**config.mk**
```make
export PLATFORM = sky130hd
export DESIGN_NAME = circular_double_ended_queue_flat
export DESIGN_NICKNAME = d
export VERILOG_FILES = /design/src/hdl/cdq_pkg.sv /design/src/hdl/cdq_req_if.sv /design/src/hdl/cdq_rsp_if.sv /design/src/hdl/circular_double_ended_queue.sv /design/src/flat_wrapper.sv
export VERILOG_INCLUDE_DIRS = /design/src /design/src/hdl
export SDC_FILE = /design/constraint.sdc
export NUM_CORES = 1
export LEC_CHECK = 0
export BUFFER_PORTS_ARGS = -buffer_cell sky130_fd_sc_hd__buf_2
export CORE_AREA = 2 2 208 210
export DETAILED_ROUTE_END_ITERATION = 10
export DIE_AREA = 0 0 210 212
export PLACE_DENSITY = 0.71
export SLEW_MARGIN = 10
export SYNTH_ARGS = -nofsm -noshare
export SYNTH_HDL_FRONTEND = slang
export SYNTH_SLANG_ARGS = --single-unit
export TNS_END_PERCENT = 1
```
**constraint.sdc**
```tcl
create_clock -name i_clk -period 9.6 [get_ports i_clk]
set_input_delay 0.96 -clock i_clk [delete_from_list [all_inputs] [get_ports i_clk]]
set_output_delay 0.96 -clock i_clk [all_outputs]
set_load 0.005 [all_outputs]
```
**src/hdl/circular_double_ended_queue_defines.svh**
```systemverilog
// Assertion macros shared by the deque RTL.
`ifndef CIRCULAR_DOUBLE_ENDED_QUEUE_DEFINES_SVH
`define CIRCULAR_DOUBLE_ENDED_QUEUE_DEFINES_SVH

// Same-cycle implication, disabled while reset is held.
`define CDQ_ASSERT_NOW(lbl, clk, rst_n, ante, cons, msg) \
    lbl: assert property (@(posedge clk) disable iff (!(rst_n)) (ante) |-> (cons)) \
        else $error(msg);

// Next-cycle implication, disabled while reset is held.
`define CDQ_ASSERT_NEXT(lbl, clk, rst_n, ante, cons, msg) \
    lbl: assert property (@(posedge clk) disable iff (!(rst_n)) (ante) |=> (cons)) \
        else $error(msg);

`endif

```
**src/hdl/cdq_pkg.sv**
```systemverilog
`default_nettype none

package cdq_pkg;

    localparam int KIND_W   = 2;
    localparam int VALUE_W  = 32;
    localparam int STATUS_W = 2;
    localparam int CAP_W    = 5;

    typedef enum logic [KIND_W-1:0] {
        K_PUSH_FRONT = 2'd0,
        K_PUSH_REAR  = 2'd1,
        K_POP_FRONT  = 2'd2,
        K_POP_REAR   = 2'd3
    } t_kind;

    typedef enum logic [STATUS_W-1:0] {
        ST_DONE  = 2'd0,
        ST_FULL  = 2'd1,
        ST_EMPTY = 2'd2
    } t_status;

    localparam logic [CAP_W-1:0] CAP_RESET = 5'd16;

endpackage

`default_nettype wire

```
**src/hdl/cdq_req_if.sv**
```systemverilog
`default_nettype none

interface cdq_req_if;
    import cdq_pkg::*;

    logic                      valid;
    logic                      ready;
    t_kind                     kind;
    logic signed [VALUE_W-1:0] value;

    modport source (output valid, output kind, output value, input ready);
    modport sink   (input valid, input kind, input value, output ready);
endinterface

`default_nettype wire

```
**src/hdl/cdq_rsp_if.sv**
```systemverilog
`default_nettype none

interface cdq_rsp_if;
    import cdq_pkg::*;

    logic                      valid;
    logic                      ready;
    logic signed [VALUE_W-1:0] popped_value;
    t_status                   status;

    modport source (output valid, output popped_value, output status, input ready);
    modport sink   (input valid, input popped_value, input status, output ready);
endinterface

`default_nettype wire

```
**src/hdl/circular_double_ended_queue.sv**
```systemverilog
// Double-ended queue over a ring of DEPTH 32-bit slots, of which the capacity
// register selects how many are used (0 acts as 1, above DEPTH acts as DEPTH).
// Each request item pushes or pops at either end and yields one response item
// with the popped word and a status (done, full, empty). A request is taken at
// its accept edge: pointer update, slot write and slot read all happen there
// in the slot memory (one write port, one read port), whose registered
// read data is the response payload in the next cycle. One item per cycle is
// sustained while the response side takes every item; the output register lets
// a new request in during the cycle its pending response is taken. Write
// capacity only while idle. The slot memory has no reset; popping a slot never
// written gives an undefined word.
`default_nettype none
`include "circular_double_ended_queue_defines.svh"

module circular_double_ended_queue #(
    parameter int DEPTH = 16
) (
    input  wire logic                      i_clk,
    input  wire logic                      i_rst_n,
    input  wire logic                      i_cfg_we,
    input  wire logic [cdq_pkg::CAP_W-1:0] i_cfg_wdata,
    cdq_req_if.sink                        i_req,
    cdq_rsp_if.source                      o_rsp
);
    import cdq_pkg::*;

    localparam int PW = (DEPTH > 1) ? $clog2(DEPTH) : 1;
    localparam int OW = $clog2(DEPTH + 1);
    localparam int CW = (OW > CAP_W) ? OW : CAP_W;
    localparam logic [CW-1:0] DEPTH_C = CW'(DEPTH);

    logic [VALUE_W-1:0] r_mem [DEPTH];

    logic [CAP_W-1:0]   r_cap;
    logic [PW-1:0]      r_front, n_front;
    logic [PW-1:0]      r_rear, n_rear;
    logic [OW-1:0]      r_occ, n_occ;
    logic               r_out_valid;
    logic               r_pop_ok, n_pop_ok;
    t_status            r_status, n_status;
    logic [VALUE_W-1:0] r_rd_data;

    logic               acc;
    logic               wr_en;
    logic [PW-1:0]      wr_addr;
    logic [PW-1:0]      rd_addr;
    logic [CW-1:0]      eff_cap;
    logic [CW-1:0]      cap_ext;
    logic               full;
    logic [PW-1:0]      fwd_front, fwd_rear, back_front, back_rear;
    logic [CW-1:0]      front_inc, rear_inc;
    logic [CW-1:0]      front_ext, rear_ext;
    logic [CW-1:0]      cap_dec;
    logic [OW-1:0]      occ_dec;

    assign i_req.ready = !r_out_valid || o_rsp.ready;
    assign acc         = i_req.valid && i_req.ready;

    always_comb begin
        cap_ext = CW'(r_cap);
        if (r_cap == '0) begin
            eff_cap = CW'(1);
        end else if (cap_ext > DEPTH_C) begin
            eff_cap = DEPTH_C;
        end else begin
            eff_cap = cap_ext;
        end
        cap_dec    = eff_cap - CW'(1);
        front_ext  = CW'(r_front);
        rear_ext   = CW'(r_rear);
        front_inc  = front_ext + CW'(1);
        rear_inc   = rear_ext + CW'(1);
        fwd_front  = (front_inc >= eff_cap) ? '0 : front_inc[PW-1:0];
        fwd_rear   = (rear_inc >= eff_cap) ? '0 : rear_inc[PW-1:0];
        back_front = (r_front == '0 || front_ext >= eff_cap) ? cap_dec[PW-1:0]
                                                              : r_front - PW'(1);
        back_rear  = (r_rear == '0 || rear_ext >= eff_cap) ? cap_dec[PW-1:0]
                                                            : r_rear - PW'(1);
        full       = CW'(r_occ) >= eff_cap;
        occ_dec    = r_occ - OW'(1);
    end

    always_comb begin
        n_front  = r_front;
        n_rear   = r_rear;
        n_occ    = r_occ;
        wr_en    = 1'b0;
        wr_addr  = '0;
        rd_addr  = (i_req.kind == K_POP_FRONT) ? r_front : r_rear;
        n_pop_ok = 1'b0;
        n_status = ST_DONE;
        case (i_req.kind)
            K_PUSH_FRONT, K_PUSH_REAR: begin
                if (r_occ == '0) begin
                    n_front = '0;
                    n_rear  = '0;
                    n_occ   = OW'(1);
                    wr_en   = 1'b1;
                end else if (full) begin
                    n_status = ST_FULL;
                end else if (i_req.kind == K_PUSH_FRONT) begin
                    n_front = back_front;
                    wr_addr = back_front;
                    wr_en   = 1'b1;
                    n_occ   = r_occ + OW'(1);
                end else begin
                    n_rear  = fwd_rear;
                    wr_addr = fwd_rear;
                    wr_en   = 1'b1;
                    n_occ   = r_occ + OW'(1);
                end
            end
            K_POP_FRONT, K_POP_REAR: begin
                if (r_occ == '0) begin
                    n_status = ST_EMPTY;
                end else begin
                    n_pop_ok = 1'b1;
                    n_occ    = occ_dec;
                    if (occ_dec == '0) begin
                        n_front = '0;
                        n_rear  = '0;
                    end else if (i_req.kind == K_POP_FRONT) begin
                        n_front = fwd_front;
                    end else begin
                        n_rear = back_rear;
                    end
                end
            end
            default: begin
                n_status = ST_DONE;
            end
        endcase
    end

    always_ff @(posedge i_clk) begin
        if (acc && wr_en) begin
            r_mem[wr_addr] <= i_req.value;
        end
        if (acc) begin
            r_rd_data <= r_mem[rd_addr];
            r_pop_ok  <= n_pop_ok;
            r_status  <= n_status;
        end
    end

    always_ff @(posedge i_clk) begin
        if (!i_rst_n) begin
            r_cap       <= CAP_RESET;
            r_front     <= '0;
            r_rear      <= '0;
            r_occ       <= '0;
            r_out_valid <= 1'b0;
        end else begin
            if (i_cfg_we) begin
                r_cap <= i_cfg_wdata;
            end
            if (acc) begin
                r_front     <= n_front;
                r_rear      <= n_rear;
                r_occ       <= n_occ;
                r_out_valid <= 1'b1;
            end else if (o_rsp.ready) begin
                r_out_valid <= 1'b0;
            end
        end
    end

    assign o_rsp.valid        = r_out_valid;
    assign o_rsp.status       = r_status;
    assign o_rsp.popped_value = r_pop_ok ? r_rd_data : '0;

    `CDQ_ASSERT_NOW(a_empty_ends_home, i_clk, i_rst_n, r_occ == '0,
        (r_front == '0) && (r_rear == '0), "empty deque with ends off slot 0")
    `CDQ_ASSERT_NEXT(a_pop_empty_refused, i_clk, i_rst_n,
        acc && (i_req.kind == K_POP_FRONT || i_req.kind == K_POP_REAR) && r_occ == '0,
        o_rsp.valid && o_rsp.status == ST_EMPTY && $stable(r_occ),
        "pop from empty deque not refused")
    `CDQ_ASSERT_NEXT(a_push_full_refused, i_clk, i_rst_n,
        acc && (i_req.kind == K_PUSH_FRONT || i_req.kind == K_PUSH_REAR)
            && r_occ != '0 && full,
        o_rsp.valid && o_rsp.status == ST_FULL && $stable(r_occ)
            && $stable(r_front) && $stable(r_rear),
        "push into full deque changed state")

endmodule

`default_nettype wire

```
**src/flat_wrapper.sv**
```systemverilog
// flat-port wrapper written by rule: the top's interface ports become plain ports
module circular_double_ended_queue_flat import cdq_pkg::*;
#(
    parameter int DEPTH = 16
)
  (i_clk, i_rst_n, i_cfg_we, i_cfg_wdata, i_req_valid, i_req_kind, i_req_value, i_req_ready, o_rsp_valid, o_rsp_popped_value, o_rsp_status, o_rsp_ready);
  cdq_req_if i_req_i ();
  cdq_rsp_if o_rsp_i ();
  input  wire logic i_clk;
  input  wire logic i_rst_n;
  input  wire logic i_cfg_we;
  input  wire logic [cdq_pkg::CAP_W-1:0] i_cfg_wdata;
  input wire logic [$bits(i_req_i.valid)-1:0] i_req_valid;
  input wire logic [$bits(i_req_i.kind)-1:0] i_req_kind;
  input wire logic [$bits(i_req_i.value)-1:0] i_req_value;
  output wire logic [$bits(i_req_i.ready)-1:0] i_req_ready;
  output wire logic [$bits(o_rsp_i.valid)-1:0] o_rsp_valid;
  output wire logic [$bits(o_rsp_i.popped_value)-1:0] o_rsp_popped_value;
  output wire logic [$bits(o_rsp_i.status)-1:0] o_rsp_status;
  input wire logic [$bits(o_rsp_i.ready)-1:0] o_rsp_ready;
  assign i_req_i.valid = i_req_valid;
  assign i_req_i.kind = i_req_kind;
  assign i_req_i.value = i_req_value;
  assign i_req_ready = i_req_i.ready;
  assign o_rsp_valid = o_rsp_i.valid;
  assign o_rsp_popped_value = o_rsp_i.popped_value;
  assign o_rsp_status = o_rsp_i.status;
  assign o_rsp_i.ready = o_rsp_ready;
  circular_double_ended_queue #(.DEPTH(DEPTH)) u_core (.i_clk(i_clk), .i_rst_n(i_rst_n), .i_cfg_we(i_cfg_we), .i_cfg_wdata(i_cfg_wdata), .i_req(i_req_i), .o_rsp(o_rsp_i));
endmodule
```
==> flow_summary.toml <==
[logic_synthesis]
ys_top_cells_by_area = "edfxtp_1, mux4_2, and2_1"
synth_area_per_cell_um2 = 18.80
synth_edf_count = 547
synth_nets = 1300
synth_flop_cell = "edfxtp_1"
yosysWarnings = 0
syn_area_um2 = 22990
synth.ff_latch_count = 566
async_flop_share_pct = 0
synth-seq-area-share_pct = 73.09
synth_cell_types = 59
synth_top_area_share_pct = 71.43
synthCells = 1223
synth_area_leader_cell = "edfxtp_1"

[clock_network]
cts_sinks = 566
clock_latency_ns = 0.60
clk_path_buf_depth = 3
cts_setup_buffers = 0
cts.clk_slew.worst_paths_ns = 0.06
cts-root-buf = "clkbuf_16"
cts.hold.buffers_added = 0
cts_tree = "done"
numCtsBuffers = 54
cts-resized-gates = 0
h-tree-depth = 2

[min_path]
worstHoldStart = "u_core.o_rsp.valid$_SDFFE_PN0P_"
worstHoldEndpoint = "u_core.o_rsp.valid$_SDFFE_PN0P_"
worst_hold_path_type = "reg2reg"
min_path_cells = 2

[placed_design]
portBuffers = 79
gp_congestion = 0.8552
hpwl_um = 24600

[cells_and_area]
layout-drive-gt1-share_pct = 24.29
syn_to_final_growth_pct = 12.14
nets = 1399
antenna_cells = 0

[sta]
fin_crit_sh_pct = 49.40
hold_viol = 0
setup_viol = 0
setup_tns_ns = 0
worst-slew-pin-transition_ns = 1.064
hold_ws_ns = 0.5422
finClkSkew_ns = 0.01621
grt_setup_unrepaired = "no"
fmax_mhz = 210.9
layout_min_cycle_time_ns = 4.742
slew_violations = 0
slew_headroom_pct = 29.05

[global_route]
grt_use_total_pct = 23.22
grt_max_degree = 129
grt_pass1_wl_um = 75210
overflow = 0
grt_pass1_vias = 11850
antenna_found_initial = 4

[critical_path]
critPathTopFamily = "compound AO/OA/AOI/OAI gates"
crit_slowest_cell = "a211oi_1"
cp.depth = 10
path_cells = "clkinv_1 > o21a_1 > ha_1 > and2_0 > o21ai_0 > a211oi_1 > and2_1 > o2111ai_1 > nor2_4 > buf_4"
r2r_start = "u_core.cap_ext[4]$_SDFFE_PN1P_"
reg2reg_slack_ns = 4.86
critPathKind = "reg2reg"
cp-end-kind = "flop"
timing.rr.end = "u_core.r_mem[10][9]$_DFFE_PP_"
reg2reg_depth = 10
worstPathArrival_ns = 4.97
startpoint_type = "flop"
worst-path-buf-inv = 2
cp.required_ns = 9.83
cp_max_fo = 25
cpPeakStageDelay_ns = 0.71

[route]
drt-pass1-iter-count = 5
finalWirelength_um = 50510
drt-vias-per-instance = 6.206
wl_per_cell_um = 26.40
drt_iter0_markers = 1196
antenna_left = 0
vias = 11870
drc = 0

[floorplanning]
core_um2 = 42510
die_area_um2 = 44520
pin_count = 80
rows = 76
start_util_pct = 54.10
dieWidth_um = 210
die_height_um = 212

[run]
drv_cap = 0

[power_and_ir_drop]
power_density_nw_per_um2 = 219.3
leakage_nw = 8.586
peakVddDrop_v = 0.0001219
power.total_mw = 5.655

[run_status]
outcome = "finished, final reports clean"
## sequential cells by signal (all words and copies together), names as in the netlist
| name | flops |
|---|---|
| u_core.r_rear | 4 |
| u_core.o_rsp.valid | 1 |
| u_core.o_rsp.status | 2 |
| u_core.r_occ | 5 |
| u_core.r_rd_data | 32 |
| u_core.r_pop_ok | 1 |
| u_core.r_mem | 512 |
| u_core.r_front | 4 |
| u_core.cap_ext | 5 |
## routing by layer
| layer | routed length [um] | GRT usage (%) | up-vias |
|---|---|---|---|
| li1 | - | - | 5162 |
| met1 | 21500 | 33.44 | 6203 |
| met2 | 24680 | 37.56 | 436 |
| met3 | 3485 | 4.387 | 66 |
| met4 | 807 | 5.185 | 6 |
| met5 | 35 | 0 | - |
## power by group
| part | internal [mW] | switching [mW] |
|---|---|---|
| Sequential | 2.81 | 0.0469 |
| Combinational | 0.339 | 0.446 |
| Clock | 1.11 | 0.899 |
## synthesized netlist by cell type, types with 13 or more instances
cell type  count
nand2_1       88
a21oi_1       17
clkbuf_1      30
a211oi_1      42
buf_2         13
inv_1         16
dfxtp_1       19
and2_1        71
nor2_1        37
ha_1          33
mux4_2       128
o21ai_0       14
a31oi_1       39
edfxtp_1     547
## per-stage QoR
stage / cell area (um^2) / cells / worst slack, ns / util, %
2_1_floorplan: 22990 / 1223 / 4.404 / -
3_3_place_gp: 24110 / 1812 / 4.811 / 56.72
3_5_place_dp: 24110 / 1812 / 4.740 / 56.72
4_1_cts: 25790 / 1913 / 4.848 / 60.66
5_1_grt: 25790 / 1913 / 4.560 / 60.66
6_report: 25790 / 1913 / 4.858 / 60.66
## worst register-to-register path, stage by stage, from the launching register on
cell and delay, ns:
dfxtp_1 0.49, clkinv_1 0.32, o21a_1 0.37, ha_1 0.38, and2_0 0.16, o21ai_0 0.17, a211oi_1 0.71, and2_1 0.26
o2111ai_1 0.41, nor2_4 0.48, buf_4 0.59
## area by class of cell
| type | instances | area [um^2] |
|---|---|---|
| sequential | 566 | 16810 |
| tap | 546 | 683.2 |
| multi-input combinational | 578 | 5944 |
| clock buffer | 69 | 1429 |
| timing repair buffer | 104 | 608.1 |
| fill | 3018 | 16720 |
| inverter | 18 | 67.56 |
| clock inverter | 32 | 247.7 |
## worst max path at each step
stage | end | slack (ns) | from
finish | u_core.r_mem[10][9]$_DFFE_PP_ | 4.86 | u_core.cap_ext[4]$_SDFFE_PN1P_
global route | u_core.r_mem[10][9]$_DFFE_PP_ | 4.56 | u_core.cap_ext[4]$_SDFFE_PN1P_
detailed placement | u_core.r_rd_data[15]$_DFFE_PP_ | 4.74 | i_req_kind[1]
global placement | u_core.r_rd_data[28]$_DFFE_PP_ | 4.81 | i_req_kind[1]
floorplan | u_core.r_mem[12][0]$_DFFE_PP_ | 4.40 | u_core.cap_ext[4]$_SDFFE_PN1P_
CTS | u_core.r_mem[10][9]$_DFFE_PP_ | 4.85 | u_core.cap_ext[4]$_SDFFE_PN1P_
## cell usage in the layout, fill, tap and decap left out, drive strengths merged, types with 2 or more instances in the layout
cell and instances:
clkinv 31, inv 16, bufinv 2, nand3 4, clkbuf 69, a211oi 42
and2 72, nor3 10, a21oi 17, buf 104, dfxtp 19, a31oi 39
a21o 5, o31a 2, xor2 7, o211ai 4, a221oi 4, or4b 2
o2111ai 2, mux4 128, edfxtp 547, o21ai 16, nand2b 8, nand2 88
a22oi 2, nor2 37, a2111oi 2, or2 2, o21a 3, nor2b 6
and3 2, ha 33, mux2 3, nor4b 3, xnor2 6, a211o 4
mux2i 10
## cells by family after synthesis
| family | after synthesis | synth area share [%] |
|---|---|---|
| compound gates | 153 | 4.620 |
| xor+xnor | 13 | 0.4952 |
| fa+ha+maj | 33 | 1.796 |
| buf+inv | 79 | 1.752 |
| flops | 566 | 73.09 |
| mux | 141 | 13.12 |
| simple gates | 238 | 5.131 |
Power figures use the tool's default switching activity.
